`config.mk`:
```
export PLATFORM = sky130hd
export DESIGN_NAME = asa_isqrt
export DESIGN_NICKNAME = d
export VERILOG_FILES = /design/src/rtl/asa_isqrt.sv
export SDC_FILE = /design/constraint.sdc
export NUM_CORES = 2
export LEC_CHECK = 0
export ABC_CLOCK_PERIOD_IN_PS = 4500
export BUFFER_PORTS_ARGS = -buffer_cell sky130_fd_sc_hd__buf_4
export CAP_MARGIN = 30
export CORE_MARGIN = 10
export CORE_UTILIZATION = 56
export CTS_CLUSTER_SIZE = 16
export DETAILED_ROUTE_END_ITERATION = 10
export GPL_TIMING_DRIVEN = 0
export MAX_ROUTING_LAYER = met4
export PLACE_DENSITY = 0.76
export SLEW_MARGIN = 20
export SYNTH_ARGS = -nofsm -noshare
export SYNTH_HDL_FRONTEND = slang
export SYNTH_MEMORY_MAX_BITS = 65536
export SYNTH_SLANG_ARGS = --single-unit
```
`constraint.sdc`:
```
create_clock -name i_clk -period 4.5 [get_ports i_clk]
set_clock_uncertainty 0.2 [all_clocks]
set_input_delay 0.9 -clock i_clk [delete_from_list [all_inputs] [get_ports i_clk]]
set_output_delay 0.9 -clock i_clk [all_outputs]
set_load 0.005 [all_outputs]
```
`src/rtl/asa_isqrt.sv`:
```
// Pipelined floor square root, one result bit per stage, with sideband tag.
// Depends on nothing.
module asa_isqrt #(
    parameter int unsigned OW = 32,
    parameter int unsigned TW = 8
) (
    input  logic              i_clk,
    input  logic              i_rst_n,
    input  logic              i_vld,
    input  logic [2*OW-1:0]   i_rad,
    input  logic [TW-1:0]     i_tag,
    output logic              o_vld,
    output logic [OW-1:0]     o_root,
    output logic [TW-1:0]     o_tag
);
    localparam int unsigned RW = OW + 3;

    logic              r_vld  [OW];
    logic [OW-1:0]     r_root [OW];
    logic [TW-1:0]     r_tag  [OW];
    logic [RW-1:0]     r_rem  [OW-1];
    logic [2*OW-1:0]   r_rad  [OW-1];

    for (genvar k = 0; k < OW; k++) begin : g_stage
        logic            p_vld;
        logic [RW-1:0]   p_rem;
        logic [OW-1:0]   p_root;
        logic [2*OW-1:0] p_rad;
        logic [TW-1:0]   p_tag;
        logic [RW-1:0]   w_t;
        logic [RW-1:0]   w_trial;
        logic            w_ge;
        logic [RW-1:0]   n_rem;

        if (k == 0) begin : g_first
            assign p_vld  = i_vld;
            assign p_rem  = '0;
            assign p_root = '0;
            assign p_rad  = i_rad;
            assign p_tag  = i_tag;
        end else begin : g_next
            assign p_vld  = r_vld[k-1];
            assign p_rem  = r_rem[k-1];
            assign p_root = r_root[k-1];
            assign p_rad  = r_rad[k-1];
            assign p_tag  = r_tag[k-1];
        end

        assign w_t     = {p_rem[RW-3:0], p_rad[2*OW-1 -: 2]};
        assign w_trial = {1'b0, p_root, 2'b01};
        assign w_ge    = (w_t >= w_trial);
        assign n_rem   = w_ge ? (w_t - w_trial) : w_t;

        always_ff @(posedge i_clk) begin
            if (!i_rst_n) begin
                r_vld[k] <= 1'b0;
            end else begin
                r_vld[k] <= p_vld;
            end
        end

        always_ff @(posedge i_clk) begin
            r_root[k] <= {p_root[OW-2:0], w_ge};
            r_tag[k]  <= p_tag;
        end

        if (k < OW - 1) begin : g_keep
            always_ff @(posedge i_clk) begin
                r_rem[k] <= n_rem;
                r_rad[k] <= {p_rad[2*OW-3:0], 2'b00};
            end
        end
    end

    assign o_vld  = r_vld[OW-1];
    assign o_root = r_root[OW-1];
    assign o_tag  = r_tag[OW-1];

endmodule

```
==> out/qor.tcl <==
set qor(tritoncts) {done}
set qor(critical_path_source_type) {register}
set qor(critPathLaunch) {r_root[27][0]}
set qor(hold_path.class) {register to register}
set qor(antenna_found_initial) 9
set qor(fp.coreArea_um2) 174000
set qor(timing_hold_violations_final) 0
set qor(final_net_count) 10600
set qor(irDropWorstVdd_v) 0.000486
set qor(global_route.overflow_total) 0
set qor(reg2reg_to) {r_rem[1][445]}
set qor(outcome) {finished clean}
set qor(crit_family) {compound AO/OA/AOI/OAI gates}
set qor(layout_setup_ws_ns) 0.212
set qor(ys.flop_type) {sky130_fd_sc_hd__dfxtp_1}
set qor(cells_on_worst_hold_path) 0
set qor(yosysTopAreaCellShare_pct) 56.8
set qor(clock_sink_count) 2782
set qor(h-tree-depth) 5
set qor(remaining_design_rule_violation_count) 0
set qor(crit_fanout) 10
set qor(clockRootBuffer) {sky130_fd_sc_hd__clkbuf_16}
set qor(port_buffers) 115
set qor(hold_crit_endpoint) {r_tag[3][2]}
set qor(route.antenna.remaining_nets) 0
set qor(floorplan.io_pins) 116
set qor(post_synth_top_area_cell) {sky130_fd_sc_hd__dfxtp_1}
set qor(syn-instance-count) 9494
set qor(cts.repair_timing.setup_buffer_count) 0
set qor(timing.critical_path.required_ns) 5.02
set qor(rows) 153
set qor(power_density_nw_per_um2) 583
set qor(arrival_ns) 4.80
set qor(number_of_buffers_created_by_cts) 286
set qor(first_global_vias) 67300
set qor(timing.critical_path.slowest_cell_delay_ns) 0.54
set qor(worst_hold_startpoint) {r_tag[2][58]}
set qor(cell_breakdown_of_the_critical_path) {inv_1, ha_1, o211ai_1, a21oi_1, o21ai_0, a21boi_0, o2111ai_1, a21bo_2, nand3_2, clkbuf_2, clkbuf_2, a21oi_1}
set qor(cts.reportedPaths.clkPinSlew_ns) 0.07
set qor(postSynth.asyncResetShare_pct) 0
set qor(timing.max_slew.rel_slack_pct) 28.9
set qor(overall_routed_net_length_um) 226000
set qor(synth_area_leaders) {sky130_fd_sc_hd__dfxtp_1, sky130_fd_sc_hd__ha_1, sky130_fd_sc_hd__xnor2_1, sky130_fd_sc_hd__xor2_1, sky130_fd_sc_hd__a21oi_1}
set qor(min_period_ns) 4.29
set qor(length_of_the_first_detailed_routing_pass_in_iterations) 8
set qor(area.growth.synth_to_final_pct) 14.4
set qor(drive_gt1_share_pct) 7.51
set qor(synth_nets) 10100
set qor(synth_cell_type_count) 94
set qor(fmax_mhz) 233
set qor(dpl-instance-area_um2) 102000
set qor(floorplan.die.height_um) 439
set qor(routed_via_density) 5.42
set qor(finalWeightedCongestion) 0.965
set qor(pin_slew_with_the_least_headroom_to_its_limit_ns) 1.06
set qor(final_min_period_over_clock_period_pct) 95.3
set qor(worst-path-buf-inv) 3
set qor(global_route_wire_length_before_repair_um) 358000
set qor(setup-violations-final) 0
set qor(dp_hpwl_um) 164000
set qor(dpl_worst_slack_ns) -0.341
set qor(grt_setup_unrepaired) {no}
set qor(worst-setup-path-type) {register to register}
set qor(synth-edff-count) 0
set qor(floorplan.initialDensity_pct) 56.4
set qor(drt_first_iter_violations) 4974
set qor(grt_max_degree) 17
set qor(clock_latency_on_the_worst_skew_pair_ns) 0.92
set qor(synth.avg_cell_area_um2) 10.3
set qor(dr_total_vias) 67700
set qor(n_fill_cell) 13400
set qor(power.leakage_nw) 52.5
set qor(worst_r2r_startpoint) {r_root[27][0]}
set qor(route.detailed.wl_per_inst_um) 18.1
set qor(synth.yosys.warnings) 0
set qor(max_cap_viol_count) 0
set qor(ys_seq_area_share_pct) 56.8
set qor(syn-cell-area_um2) 98100
set qor(worst_setup_path_end_kind) {register}
set qor(x_dimension_of_the_die_um) 439
set qor(cts.path.max_buffers) 4
set qor(reg2reg_depth) 12
set qor(synth.ff_latch_count) 2782
set qor(finalInstanceArea_um2) 112000
set qor(design.die.area_um2) 192000
set qor(timing.critical_path.slowest_stage_cell) {sky130_fd_sc_hd__dfxtp_1}
set qor(grt_use_total_pct) 23.5
set qor(regToRegSetupSlack_ns) 0.21
set qor(drv_slew) 0
-- worst max path at each step --
stage | end | slack (ns) | cells after the start
global placement | r_rem[1][413] | -0.58 | 12
CTS | r_rem[1][179] | 0.01 | 12
floorplan | r_rem[1][476] | 1.06 | 11
global route | r_rem[1][522] | 0.009 | 13
detailed placement | r_rem[1][448] | -0.34 | 12
finish | r_rem[1][445] | 0.21 | 12
-- metal layers --
metal	share of wire, %	GRT usage (%)	up-vias
li1	-	-	33500
met5	0	-	-
met1	45	29.8	31800
met2	47	38.5	1866
met4	3.6	8.60	0
met3	4.7	3.06	571
-- state kept, by name, summed over array words and instances (netlist names) --
register  count
r_root      528
r_tag       256
r_rem       974
r_vld        32
r_rad       992
-- cells by family after synthesis --
kind of cell    count (synthesis)  synth area share, %
flops                        2782                 56.8
mux                           103                 1.16
xor+xnor                      760                 6.78
other cells                     1              0.00382
simple gates                 2486                 12.7
compound gates               1865                 11.9
fa+ha+maj                     561                 7.15
buf+inv                       936                 3.61
-- cells in the mapped netlist (17+ instances only) --
| master | instances |
|---|---|
| sky130_fd_sc_hd__dfxtp_1 | 2782 |
| sky130_fd_sc_hd__inv_1 | 738 |
| sky130_fd_sc_hd__nor2_1 | 619 |
| sky130_fd_sc_hd__a21oi_1 | 604 |
| sky130_fd_sc_hd__nand2_1 | 576 |
| sky130_fd_sc_hd__ha_1 | 561 |
| sky130_fd_sc_hd__o21ai_0 | 437 |
| sky130_fd_sc_hd__xnor2_1 | 408 |
| sky130_fd_sc_hd__xor2_1 | 352 |
| sky130_fd_sc_hd__nor3_1 | 242 |
| sky130_fd_sc_hd__a21o_1 | 227 |
| sky130_fd_sc_hd__clkbuf_1 | 167 |
| sky130_fd_sc_hd__nand3_1 | 157 |
| sky130_fd_sc_hd__nor4_1 | 131 |
| sky130_fd_sc_hd__or3_1 | 121 |
| sky130_fd_sc_hd__nand4_1 | 111 |
| sky130_fd_sc_hd__o21a_1 | 109 |
| sky130_fd_sc_hd__nand2b_1 | 101 |
| sky130_fd_sc_hd__mux2_2 | 87 |
| sky130_fd_sc_hd__nor2b_1 | 77 |
| sky130_fd_sc_hd__o31ai_1 | 75 |
| sky130_fd_sc_hd__and2_1 | 73 |
| sky130_fd_sc_hd__and3_1 | 57 |
| sky130_fd_sc_hd__or4_1 | 57 |
| sky130_fd_sc_hd__a31oi_1 | 54 |
| sky130_fd_sc_hd__a211oi_1 | 52 |
| sky130_fd_sc_hd__o21bai_1 | 52 |
| sky130_fd_sc_hd__or2_2 | 41 |
| sky130_fd_sc_hd__a21boi_0 | 37 |
| sky130_fd_sc_hd__o211ai_1 | 27 |
| sky130_fd_sc_hd__nor3b_1 | 24 |
| sky130_fd_sc_hd__nand3b_1 | 22 |
| sky130_fd_sc_hd__a2111oi_0 | 21 |
| sky130_fd_sc_hd__a211o_1 | 17 |
-- per-stage QoR --
stage               util, %  hold WS, ns  setup TNS (ns)  power (mW)  std cells
floorplan                 -        0.110               0        38.6       9494
global placement       58.6        0.109          -16.26        41.7      11900
detailed placement     58.6        0.112           -7.69        42.0      11900
CTS                    64.4       0.0755               0        65.8      12500
global route           64.5       0.0843               0        68.5      12500
finish                 64.5       0.0846               0        65.5      12500
-- power breakdown --
group	internal, mW	switching [mW]	total, mW	leakage (nW)
logic	4.55	5.99	10.5	24.6
registers	28.4	2.91	31.3	23.3
clock network	14.3	9.32	23.6	4.65
-- cell usage in the layout, fill, tap and decap left out, types with 130 or more instances in the layout --
| master | instances |
|---|---|
| sky130_fd_sc_hd__a21o_1 | 227 |
| sky130_fd_sc_hd__a21oi_1 | 603 |
| sky130_fd_sc_hd__clkbuf_1 | 206 |
| sky130_fd_sc_hd__clkbuf_16 | 292 |
| sky130_fd_sc_hd__dfxtp_1 | 2782 |
| sky130_fd_sc_hd__ha_1 | 561 |
| sky130_fd_sc_hd__inv_1 | 738 |
| sky130_fd_sc_hd__nand2_1 | 576 |
| sky130_fd_sc_hd__nand3_1 | 156 |
| sky130_fd_sc_hd__nor2_1 | 618 |
| sky130_fd_sc_hd__nor3_1 | 242 |
| sky130_fd_sc_hd__nor4_1 | 130 |
| sky130_fd_sc_hd__o21ai_0 | 437 |
| sky130_fd_sc_hd__xnor2_1 | 408 |
| sky130_fd_sc_hd__xor2_1 | 352 |
-- timing repair --
action,CTS,global route
hold buffers,75,0
resized for setup,9,23
pin swaps,0,0
setup endpoints to repair,55,169
hold endpoints to repair,76,0
gates cloned,0,0
-- layout make-up --
class / count / area (µm²) / area share, %
repair buffers: 191 / 1620 / 1.44
clock buffers: 394 / 8210 / 7.31
well taps: 2325 / 2910 / 2.59
inverters: 742 / 2790 / 2.48
clock inverters: 93 / 1250 / 1.12
multi-input cells: 5776 / 39000 / 34.7
flip-flops and latches: 2782 / 55700 / 49.6
plain buffers: 194 / 777 / 0.692
diodes: 4 / 10.0 / 0.00892
No activity file was read; power rests on OpenSTA's default activity.
